[src/rtl/core/mpgw_pkg.sv]
package mpgw_pkg;

  localparam int GRAPH_NODES     = 8;
  localparam int GAIN_WIDTH      = 3;
  localparam int BEST_WIDTH      = 16;
  localparam int COUNT_WIDTH     = 4;
  localparam int EDGE_WIDTH      = GRAPH_NODES * GRAPH_NODES;
  localparam int CFG_INDEX_WIDTH = 2;
  localparam int CFG_DATA_WIDTH  = 64;

  localparam int DEFAULT_MAX_NODES   = 8;
  localparam int DEFAULT_TOTAL_WIDTH = 16;

  localparam logic [COUNT_WIDTH-1:0] NODE_COUNT_RESET = COUNT_WIDTH'(GRAPH_NODES);

  typedef enum logic [CFG_INDEX_WIDTH-1:0] {
    REG_EDGE_MATRIX = 2'd0,
    REG_NODE_COUNT  = 2'd1
  } cfg_reg_t;

  typedef struct packed {
    logic                  first_step;
    logic [GAIN_WIDTH-1:0] gain_node0;
    logic [GAIN_WIDTH-1:0] gain_node1;
    logic [GAIN_WIDTH-1:0] gain_node2;
    logic [GAIN_WIDTH-1:0] gain_node3;
    logic [GAIN_WIDTH-1:0] gain_node4;
    logic [GAIN_WIDTH-1:0] gain_node5;
    logic [GAIN_WIDTH-1:0] gain_node6;
    logic [GAIN_WIDTH-1:0] gain_node7;
  } in_item_t;

  typedef struct packed {
    logic [BEST_WIDTH-1:0]  best_total;
    logic [GRAPH_NODES-1:0] reachable_mask;
  } out_item_t;

  typedef struct packed {
    logic                   first_step;
    logic [GRAPH_NODES-1:0] active;
    logic [GRAPH_NODES-1:0] reached;
  } lane_ctl_t;

endpackage

[src/rtl/core/mpgw_lane.sv]
module mpgw_lane
  import mpgw_pkg::*;
#(
  parameter int LANES       = DEFAULT_MAX_NODES,
  parameter int TOTAL_WIDTH = DEFAULT_TOTAL_WIDTH,
  parameter int LANE_INDEX  = 0
) (
  input  lane_ctl_t                         ctl,
  input  logic [EDGE_WIDTH-1:0]             edges,
  input  logic [GAIN_WIDTH-1:0]             gain,
  input  logic [LANES-1:0][TOTAL_WIDTH-1:0] totals,
  output logic                              reach,
  output logic [TOTAL_WIDTH-1:0]            total
);

  logic                   found;
  logic [TOTAL_WIDTH-1:0] best_pred;
  logic [TOTAL_WIDTH:0]   sum;

  always_comb begin
    found     = 1'b0;
    best_pred = '0;
    for (int i = 0; i < LANES; i++) begin
      if (ctl.reached[i] && ctl.active[i] &&
          ((i == LANE_INDEX) || edges[i * GRAPH_NODES + LANE_INDEX])) begin
        found = 1'b1;
        if (totals[i] > best_pred) begin
          best_pred = totals[i];
        end
      end
    end
  end

  assign sum = {1'b0, best_pred} + (TOTAL_WIDTH + 1)'(gain);

  always_comb begin
    if (ctl.first_step) begin
      reach = ctl.active[LANE_INDEX] && ((LANE_INDEX == 0) || edges[LANE_INDEX]);
      total = reach ? TOTAL_WIDTH'(gain) : '0;
    end else begin
      reach = ctl.active[LANE_INDEX] && found;
      if (!reach) begin
        total = '0;
      end else if (sum[TOTAL_WIDTH]) begin
        total = '1;
      end else begin
        total = sum[TOTAL_WIDTH-1:0];
      end
    end
  end

endmodule

[src/rtl/core/mpgw_merge.sv]
module mpgw_merge
  import mpgw_pkg::*;
#(
  parameter int LANES       = DEFAULT_MAX_NODES,
  parameter int TOTAL_WIDTH = DEFAULT_TOTAL_WIDTH
) (
  input  logic [LANES-1:0][TOTAL_WIDTH-1:0] totals,
  input  logic [LANES-1:0]                  reached,
  output out_item_t                         result
);

  logic [TOTAL_WIDTH-1:0] best;

  always_comb begin
    best = '0;
    for (int i = 0; i < LANES; i++) begin
      if (reached[i] && (totals[i] > best)) begin
        best = totals[i];
      end
    end
  end

  assign result.best_total     = BEST_WIDTH'(best);
  assign result.reachable_mask = GRAPH_NODES'(reached);

endmodule

[src/rtl/core/max_plus_graph_week_dp_unit.sv]
// Channel   Direction  Handshake              Payload
// in        input      in_valid / in_ready    in_item (in_item_t)
// out       output     out_valid / out_ready  out_item (out_item_t)
// cfg       input      cfg_valid / cfg_ready  cfg_index, cfg_data
//
// One transaction per cycle unless output stalls; results pass node_total, then out_item.
// All lanes update their node totals in the accepting cycle; the merge stage reads them next.
// Synchronous reset clears totals, reach mask, edges and sets node count to eight.
// A stalled output holds the merge stage, which in turn holds the input.
// cfg_ready is always high.
module max_plus_graph_week_dp_unit
  import mpgw_pkg::*;
#(
  parameter int MAX_NODES   = DEFAULT_MAX_NODES,
  parameter int TOTAL_WIDTH = DEFAULT_TOTAL_WIDTH
) (
  input  logic                       clk,
  input  logic                       rst,
  input  logic                       in_valid,
  output logic                       in_ready,
  input  in_item_t                   in_item,
  output logic                       out_valid,
  input  logic                       out_ready,
  output out_item_t                  out_item,
  input  logic                       cfg_valid,
  output logic                       cfg_ready,
  input  logic [CFG_INDEX_WIDTH-1:0] cfg_index,
  input  logic [CFG_DATA_WIDTH-1:0]  cfg_data
);

  localparam int LANES = (MAX_NODES < GRAPH_NODES) ? MAX_NODES : GRAPH_NODES;

  logic [EDGE_WIDTH-1:0]             edge_matrix;
  logic [COUNT_WIDTH-1:0]            node_count;
  logic [LANES-1:0][TOTAL_WIDTH-1:0] node_total;
  logic [LANES-1:0]                  node_reached;
  logic                              merge_valid;

  logic [COUNT_WIDTH-1:0]            count_used;
  logic [GRAPH_NODES-1:0][GAIN_WIDTH-1:0] gains;
  lane_ctl_t                         ctl;
  logic [LANES-1:0][TOTAL_WIDTH-1:0] node_total_next;
  logic [LANES-1:0]                  node_reached_next;
  out_item_t                         merged;
  logic                              merge_ready;
  logic                              in_fire;

  assign cfg_ready   = 1'b1;
  assign merge_ready = !out_valid || out_ready;
  assign in_ready    = !merge_valid || merge_ready;
  assign in_fire     = in_valid && in_ready;

  always_comb begin
    if (node_count == '0) begin
      count_used = COUNT_WIDTH'(1);
    end else if (node_count > COUNT_WIDTH'(LANES)) begin
      count_used = COUNT_WIDTH'(LANES);
    end else begin
      count_used = node_count;
    end
  end

  assign gains[0] = in_item.gain_node0;
  assign gains[1] = in_item.gain_node1;
  assign gains[2] = in_item.gain_node2;
  assign gains[3] = in_item.gain_node3;
  assign gains[4] = in_item.gain_node4;
  assign gains[5] = in_item.gain_node5;
  assign gains[6] = in_item.gain_node6;
  assign gains[7] = in_item.gain_node7;

  always_comb begin
    ctl.first_step = in_item.first_step;
    ctl.reached    = GRAPH_NODES'(node_reached);
    for (int i = 0; i < GRAPH_NODES; i++) begin
      ctl.active[i] = (COUNT_WIDTH'(i) < count_used) && (i < LANES);
    end
  end

  for (genvar j = 0; j < LANES; j++) begin : g_lane
    mpgw_lane #(
      .LANES      (LANES),
      .TOTAL_WIDTH(TOTAL_WIDTH),
      .LANE_INDEX (j)
    ) u_lane (
      .ctl   (ctl),
      .edges (edge_matrix),
      .gain  (gains[j]),
      .totals(node_total),
      .reach (node_reached_next[j]),
      .total (node_total_next[j])
    );
  end

  mpgw_merge #(
    .LANES      (LANES),
    .TOTAL_WIDTH(TOTAL_WIDTH)
  ) u_merge (
    .totals (node_total),
    .reached(node_reached),
    .result (merged)
  );

  always_ff @(posedge clk) begin
    if (rst) begin
      edge_matrix <= '0;
      node_count  <= NODE_COUNT_RESET;
    end else if (cfg_valid && cfg_ready) begin
      unique case (cfg_index)
        REG_EDGE_MATRIX: edge_matrix <= cfg_data[EDGE_WIDTH-1:0];
        REG_NODE_COUNT:  node_count  <= cfg_data[COUNT_WIDTH-1:0];
        default: begin
        end
      endcase
    end
  end

  always_ff @(posedge clk) begin
    if (rst) begin
      node_total   <= '0;
      node_reached <= '0;
      merge_valid  <= 1'b0;
    end else begin
      if (in_fire) begin
        node_total   <= node_total_next;
        node_reached <= node_reached_next;
        merge_valid  <= 1'b1;
      end else if (merge_ready) begin
        merge_valid  <= 1'b0;
      end
    end
  end

  always_ff @(posedge clk) begin
    if (rst) begin
      out_valid <= 1'b0;
    end else if (merge_ready) begin
      out_valid <= merge_valid;
    end
  end

  always_ff @(posedge clk) begin
    if (merge_ready && merge_valid) begin
      out_item <= merged;
    end
  end

endmodule

[config.mk]
export PLATFORM = sky130hd
export DESIGN_NAME = max_plus_graph_week_dp_unit
export DESIGN_NICKNAME = d
export VERILOG_FILES = /design/src/rtl/core/mpgw_pkg.sv /design/src/rtl/core/mpgw_lane.sv /design/src/rtl/core/mpgw_merge.sv /design/src/rtl/core/max_plus_graph_week_dp_unit.sv
export SDC_FILE = /design/constraint.sdc
export NUM_CORES = 2
export LEC_CHECK = 0
export ABC_AREA = 1
export BUFFER_PORTS_ARGS = -buffer_cell sky130_fd_sc_hd__buf_2
export CELL_PAD_IN_SITES_DETAIL_PLACEMENT = 1
export CELL_PAD_IN_SITES_GLOBAL_PLACEMENT = 1
export CORE_MARGIN = 8
export CORE_UTILIZATION = 35
export CTS_CLUSTER_SIZE = 30
export DETAILED_ROUTE_END_ITERATION = 7
export GPL_ROUTABILITY_DRIVEN = 0
export PLACE_DENSITY = 0.67
export SETUP_SLACK_MARGIN = 0.4
export SKIP_CTS_REPAIR_TIMING = 1
export SLEW_MARGIN = 20
export SYNTH_ARGS = -nofsm -noshare
export SYNTH_HDL_FRONTEND = slang
export SYNTH_SLANG_ARGS = --single-unit
[constraint.sdc]
create_clock -name clk -period 18.42 [get_ports clk]
set_input_delay 4.605 -clock clk [delete_from_list [all_inputs] [get_ports clk]]
set_output_delay 4.605 -clock clk [all_outputs]
set_load 0.05 [all_outputs]
# Word level (Yosys, flattened, before mapping)
# Index checks and enable logic that the tools add are counted.
[op_classes] addsub=8 n_mul=0 n_div=0 n_lt_le_gt_ge=73 n_eq_ne=1 n_shift=0 mux=237 bitwise_logic=0 reduce_logical=98
[op_table] op="16-bit two-way mux" count=153
[op_table] op="16-bit greater-than comparator" count=63
[op_table] op="16-bit by 3-bit adder with 17-bit output" count=8
[op_table] op="1-bit logical AND" count=89
[op_table] op="1-bit two-way mux" count=74
[op_table] op="3-bit two-way mux" count=8
[op_table] op="16-bit by 1-bit greater-than comparator with 1-bit output, second input constant" count=1
[op_table] op="3-bit by 4-bit < comparator with 1-bit output, first input constant" count=4
[op_table] op="1-bit by 4-bit < comparator with 1-bit output, first input constant" count=2
[op_table] op="2-bit by 4-bit < comparator with 1-bit output, first input constant" count=2
[op_table] op="4-bit two-way mux" count=2
[op_table] op="4-bit greater-than comparator, second input constant" count=1
[op_table] op="4-bit zero test" count=1
[op_table] op="2-bit AND reduction" count=2
[op_table] op="2-bit by 1-bit equality test with 1-bit output, second input constant" count=1
[op_table] op="1-bit zero test" count=2
[op_table] op="2-bit zero test" count=1
[op_table] op="1-bit logical OR" count=2
[op_table] op="2-bit nonzero test" count=1
[totals] ff_bits=229 latch_bits=0 ramBits=0 romBits=0 inputBits=96 output_inout_bits=27 n_memories=0

# Depth between registers and ports, before layout
[logic_depth] depth_word=32 ltp_mapped=120

# Cells and area by module
# Synthesis repeated with hierarchy kept, for this count alone.
[hier_totals] cells_unflattened=8950 hier_area_um2=52813.2
[by_module_without_submodules] module="max_plus_graph_week_dp_unit" n_inst=1 cells_per_inst=1241 area_per_inst_um2=9321.4
[by_module_without_submodules] module="mpgw_lane (g_lane[2].u_lane)" n_inst=1 cells_per_inst=874 area_per_inst_um2=4989.8
[by_module_without_submodules] module="mpgw_lane (g_lane[7].u_lane)" n_inst=1 cells_per_inst=872 area_per_inst_um2=4934.7
[by_module_without_submodules] module="mpgw_lane (g_lane[0].u_lane)" n_inst=1 cells_per_inst=868 area_per_inst_um2=4931.0
[by_module_without_submodules] module="mpgw_lane (g_lane[4].u_lane)" n_inst=1 cells_per_inst=869 area_per_inst_um2=4922.2
[by_module_without_submodules] module="mpgw_lane (g_lane[5].u_lane)" n_inst=1 cells_per_inst=874 area_per_inst_um2=4898.4
[by_module_without_submodules] module="mpgw_lane (g_lane[6].u_lane)" n_inst=1 cells_per_inst=874 area_per_inst_um2=4890.9
[by_module_without_submodules] module="mpgw_lane (g_lane[1].u_lane)" n_inst=1 cells_per_inst=866 area_per_inst_um2=4862.2
[by_module_without_submodules] module="mpgw_lane (g_lane[3].u_lane)" n_inst=1 cells_per_inst=872 area_per_inst_um2=4838.4
[by_module_without_submodules] module="mpgw_merge" n_inst=1 cells_per_inst=740 area_per_inst_um2=4224.1

# Worst setup path before layout
# No wires, ideal clock.
[synth_timing] path_type="register -> register" from="register node_reached[0]" to="register node_total[0] (netlist name)" setup_ns=0.095 t_arrival_ns=17.502 slack_ns=0.823 path_stages_with_launch=114 path_buffers=24 cell_sequence="dfxtp_1 > buf_2 > buf_1 > clkbuf_1 > buf_1 > nand2_1 > ha_1 > inv_1 > nor2_1 > nor2_1 > o21a_1 > o21a_1 > o21ai_0 > a221oi_1 > o21ai_0 > nand2_1 > clkbuf_1 > clkbuf_1 > [78 not listed] > ha_1 > inv_1 > fa_1 > inv_1 > a21oi_1 > or3_1 > nor2_1 > nand2_1 > nor2_1 > nand2_1 > nor2_1 > inv_1 > nor2_1 > nand2_1 > nor2_1 > clkbuf_1 > o21ai_0 > a221oi_1"
[synth_via] elab_chain_len=27
[synth_lines] item="from (decl)" line_no="max_plus_graph_week_dp_unit.sv:36" source="logic [LANES-1:0] node_reached;"
[synth_lines] item="from (signal assigned)" line_no="max_plus_graph_week_dp_unit.sv:126" source="node_reached <= node_reached_next;"
[synth_lines] item="1-bit logical AND (*)" line_no="mpgw_lane.sv:24" source="if (ctl.reached[i] && ctl.active[i] &&"
[synth_lines] item="16-bit two-way mux" line_no="mpgw_lane.sv:24"
[synth_lines] item="16-bit greater-than comparator" line_no="mpgw_lane.sv:27" source="if (totals[i] > best_pred) begin"
[synth_lines] item="16-bit two-way mux" line_no="mpgw_lane.sv:27"
[synth_lines] item="16-bit two-way mux" line_no="mpgw_lane.sv:24"
[synth_lines] item="16-bit greater-than comparator" line_no="mpgw_lane.sv:27"
[synth_lines] item="16-bit two-way mux" line_no="mpgw_lane.sv:27"
[synth_lines] item="16-bit two-way mux" line_no="mpgw_lane.sv:24"
[synth_lines] item="[11 not listed]"
[synth_lines] item="16-bit two-way mux" line_no="mpgw_lane.sv:24"
[synth_lines] item="16-bit greater-than comparator" line_no="mpgw_lane.sv:27"
[synth_lines] item="16-bit two-way mux" line_no="mpgw_lane.sv:27"
[synth_lines] item="16-bit two-way mux" line_no="mpgw_lane.sv:24"
[synth_lines] item="16-bit by 3-bit adder with 17-bit output" line_no="mpgw_lane.sv:34" source="assign sum = {1'b0, best_pred} + (TOTAL_WIDTH + 1)'(gain);"
[synth_lines] item="16-bit two-way mux" line_no="mpgw_lane.sv:44" source="end else if (sum[TOTAL_WIDTH]) begin"
[synth_lines] item="16-bit two-way mux (*)" line_no="mpgw_lane.sv:42" source="if (!reach) begin"
[synth_lines] item="16-bit two-way mux (*)" line_no="mpgw_lane.sv:37" source="if (ctl.first_step) begin"
[synth_lines] item="to (signal assigned)" line_no="max_plus_graph_week_dp_unit.sv:125" source="node_total <= node_total_next;"
[synth_lines] item="to (decl)" line_no="max_plus_graph_week_dp_unit.sv:35" source="logic [LANES-1:0][TOTAL_WIDTH-1:0] node_total;"
# Every way passes the cells marked *; elsewhere a longest branch is shown, timed or not.
# A chain may end at the register's enable or synchronous reset.

# Final worst setup path
[layout_timing] from="register node_total[14] (netlist name)" to="register node_total[95] (netlist name)"
[layout_via] elab_chain_len=28
[layout_lines] item="16-bit by 1-bit greater-than comparator with 1-bit output" line_no="mpgw_lane.sv:27"
[layout_lines] item="16-bit two-way mux (*)" line_no="mpgw_lane.sv:27"
[layout_lines] item="16-bit two-way mux (*)" line_no="mpgw_lane.sv:24"
[layout_lines] item="16-bit greater-than comparator" line_no="mpgw_lane.sv:27"
[layout_lines] item="16-bit two-way mux" line_no="mpgw_lane.sv:27"
[layout_lines] item="16-bit two-way mux (*)" line_no="mpgw_lane.sv:24"
[layout_lines] item="16-bit greater-than comparator" line_no="mpgw_lane.sv:27"
[layout_lines] item="16-bit two-way mux" line_no="mpgw_lane.sv:27"
[layout_lines] item="[12 not listed]"
[layout_lines] item="16-bit two-way mux (*)" line_no="mpgw_lane.sv:24"
[layout_lines] item="16-bit greater-than comparator" line_no="mpgw_lane.sv:27"
[layout_lines] item="16-bit two-way mux" line_no="mpgw_lane.sv:27"
[layout_lines] item="16-bit two-way mux (*)" line_no="mpgw_lane.sv:24"
[layout_lines] item="16-bit by 3-bit adder with 17-bit output (*)" line_no="mpgw_lane.sv:34"
[layout_lines] item="16-bit two-way mux (*)" line_no="mpgw_lane.sv:44"
[layout_lines] item="16-bit two-way mux (*)" line_no="mpgw_lane.sv:42"
[layout_lines] item="16-bit two-way mux (*)" line_no="mpgw_lane.sv:37"
# Marks and branches as above.

==> qor.yml <==
synthesis:
  async_flop_share_pct: 0
  synth_ff_type: "dfxtp_1"
  synth_area_sq_um: 48300
  ys_seq_area_share_pct: 9.71
  synthAdderAreaFrac_pct: 25.6
  synthSimpleGateAreaFrac_pct: 35.4
  synth_edf_count: 24
  synth_seq_cells: 222
  yosysWarnings: 0
  synth-compound-area-share_pct: 19.5
  synthMuxAreaShare_pct: 0.332
  synth_cell_types: 67
  synth.avg_cell_area_sq_um: 5.95
  syn-instance-count: 8107
  synthXorXnorAreaFrac_pct: 0.653
  synth_top_family_by_area: "simple AND/OR/NAND/NOR gates"
  syn-num-nets: 9187
timing:
  setup_viol: 0
  min_period_ps: 17000
  setup_slack_ps: 1420
  final-hold-violation-count: 0
  fin_skew_ps: 18.9
  tightest_slew_ps: 1140
  fin_crit_sh_pct: 92.3
  max_freq_mhz: 58.8
  rsz0062_at_grt: "false"
  max_slew_margin_pct: 24.1
  maxSlewViolCount: 0
  fin_tns_setup_ps: 0
outcome:
  status: "complete, no violations"
global_routing:
  grt.overflow.total: 0
  antenna_found_initial: 7
  grt_use_total_pct: 33.3
  grt_pass1_vias: 56500
  grt_max_degree: 68
  grt_pass1_wl_um: 379000
worst_setup_path:
  start_kind: "flop"
  worstSetupPathType: "flop to flop"
  r2r_cells: 79
  slowest_stage: "o21ai_0"
  path_max_fanout: 31
  crit_buf_inv: 12
  arrival_ps: 17540
  reg2reg_slack_ps: 1420
  crit_top_cell: "nand2_1"
  endpoint_kind: "flop"
  max_stage_delay_ps: 820
  r2r_end: "node_total[95]$_SDFFE_PP0P_"
  critical_path.top_delay_family: "simple AND/OR/NAND/NOR gates"
  rr_startpoint: "node_total[14]$_SDFFE_PP0P_"
  cp.required_ps: 18960
drt:
  vias: 58900
  ant_nets: 0
  routed_via_density: 5.94
  detail_route.wl_per_cell_um: 26.7
  firstDrtPassIters: 6
  wirelength_um: 265000
  drc: 0
  dr.first_iter.drc_count: 5893
die:
  die_width_um: 387
  row_count: 136
  core-area_sq_um: 137000
  initial_core_util_pct: 35.2
  pin_count: 123
  fp.dieH_um: 387
  dieArea_sq_um: 150000
cts:
  cts.sinks: 222
  insertion_delay_ps: 620
  clk_pin_slew_ps: 60
  cts-htree-levels: 1
  clock-root-buffer: "clkbuf_16"
  tritoncts: "yes"
  cts_max_path_buffers: 3
  numCtsBuffers: 28
worst_hold_path:
  hold_class: "flop to flop"
  holdPathStages: 2
  min_to: "node_total[88]$_SDFFE_PP0P_"
  hp-start: "node_total[88]$_SDFFE_PP0P_"
flow_run:
  maxCapViolCount: 0
place:
  postPlaceCellArea_sq_um: 51000
  dpl.hpwl_um: 205000
  pre_cts_ws_ps: 446
  io_buffers: 114
finish:
  area_delta_synth_final_pct: 8.60
  fin_util_pct: 38.2
  final_area_sq_um: 52400
  drive_gt1_share_pct: 8.02
  fillerInstances: 18700
  fin_nets: 9183
power:
  ir_drop_uv: 83.1
  leakagePower_nw: 29.2
  finalPower_mw: 2.52
  powerDensity_nw_per_um2: 48.1
## report_power, final
part / internal, mW / switching (mW) / leakage [nW] / total [mW]
registers: 0.519 / 0.0169 / 1.84 / 0.536
logic: 0.410 / 0.968 / 26.9 / 1.38
clock network: 0.353 / 0.252 / 0.489 / 0.604
## metrics by stage
step / cells / hold slack (ps)
floorplan: 8107 / 441
finish: 9922 / 469
detailed placement: 9848 / 457
CTS: 9900 / 466
global route: 9919 / 493
global placement: 9848 / 452
## worst register-to-register path, delay by kind of cell, from the launching register on
family / cells / cell delay, ps
DFF: 1 / 680
AOI/OAI and AO/OA: 20 / 4860
buffers and inverters: 12 / 1740
and+or+nand+nor: 38 / 6690
adders and majority gates: 9 / 2950
## cell usage after synthesis, drive strengths merged (2+ instances only)
library cell,number,area (sq um)
nand2,2626,10200
ha,976,12200
o21ai,885,4460
inv,712,2670
nor2,633,2570
nand3,586,3020
a21oi,574,2910
clkbuf,280,1050
dfxtp,198,3960
nand4,114,713
buf,65,432
a211oi,55,413
nor3,53,275
o21bai,39,293
a31oi,34,264
xor2,28,245
o211ai,27,203
edfxtp,24,721
clkinv,19,71.3
o21a,18,135
mux2i,16,160
a221oi,15,131
nor4,14,87.6
o221a,13,146
a21o,12,90.1
o221ai,12,105
fa,8,160
nand3b,8,60.1
nor3b,8,60.1
xnor2,8,70.1
a211o,6,52.6
and2,6,37.5
o2111ai,6,52.6
a41oi,5,51.3
and3,4,25.0
o311ai,4,35.0
a2111oi,3,26.3
a22oi,3,22.5
or3,2,12.5
or4,2,15.0
## kinds of logic (layout without fill, tap and decap cells)
kind of cell / Yosys count / count (layout)
and+or+nand+nor: 4058 / 4058
AOI/OAI and AO/OA: 1714 / 1714
buffers and inverters: 1076 / 1094
adders and majority gates: 984 / 984
DFF: 222 / 222
xor gates and xnor gates: 36 / 36
muxes: 16 / 16
other: 1 / 4
## layer usage
metal	wire length, um	part of all wire (%)	GRT usage [%]	vias up
li1	-	-	-	27300
met1	114000	43	44.4	28400
met2	106000	40	49.0	2548
met3	24700	9.3	6.80	669
met4	20800	7.8	20.6	0
met5	0	0	0	-
## registers in the layout, summed over array words and instances (netlist names)
signal and flops:
edge_matrix 56, merge_valid 1, node_count 4, node_reached 8, node_total 128, out_item 24
out_valid 1
## cell type report
type | instances | area (sq um) | area share (%)
Antenna cell | 3 | 7.51 | 0.0143
Clock buffer | 39 | 813 | 1.55
Clock inverter | 13 | 180 | 0.344
Inverter | 731 | 2790 | 5.33
Multi-Input combinational cell | 6809 | 39600 | 75.6
Sequential cell | 222 | 4690 | 8.95
Tap cell | 1794 | 2240 | 4.28
Timing Repair Buffer | 311 | 2060 | 3.94
## placed cells by master (no fill, tap or decap), types with 43 or more instances in the layout
| cell | n |
|---|---|
| o21ai_1 | 66 |
| a211oi_1 | 55 |
| buf_4 | 197 |
| nand2_2 | 75 |
| nand3_1 | 570 |
| a21oi_1 | 562 |
| nor2_1 | 580 |
| nand4_1 | 114 |
| o21ai_0 | 803 |
| nor3_1 | 50 |
| ha_1 | 976 |
| nand2_1 | 2520 |
| dfxtp_1 | 194 |
| buf_2 | 113 |
| inv_2 | 43 |
| inv_1 | 659 |
## how the worst max path moves through the flow
stage / depth (start not counted) / slack, ps / to / start
floorplan: 113 / 820 / node_total[0]$_SDFFE_PP0P_ / node_reached[0]$_SDFFE_PP0P_
global placement: 85 / 870 / node_total[109]$_SDFFE_PP0P_ / node_total[10]$_SDFFE_PP0P_
detailed placement: 85 / 450 / node_total[106]$_SDFFE_PP0P_ / node_total[10]$_SDFFE_PP0P_
CTS: 85 / 330 / node_total[106]$_SDFFE_PP0P_ / node_total[10]$_SDFFE_PP0P_
global route: 86 / 380 / node_total[111]$_SDFFE_PP0P_ / node_total[7]$_SDFFE_PP0P_
finish: 79 / 1420 / node_total[95]$_SDFFE_PP0P_ / node_total[14]$_SDFFE_PP0P_
(Power assumes the default switching activity.)
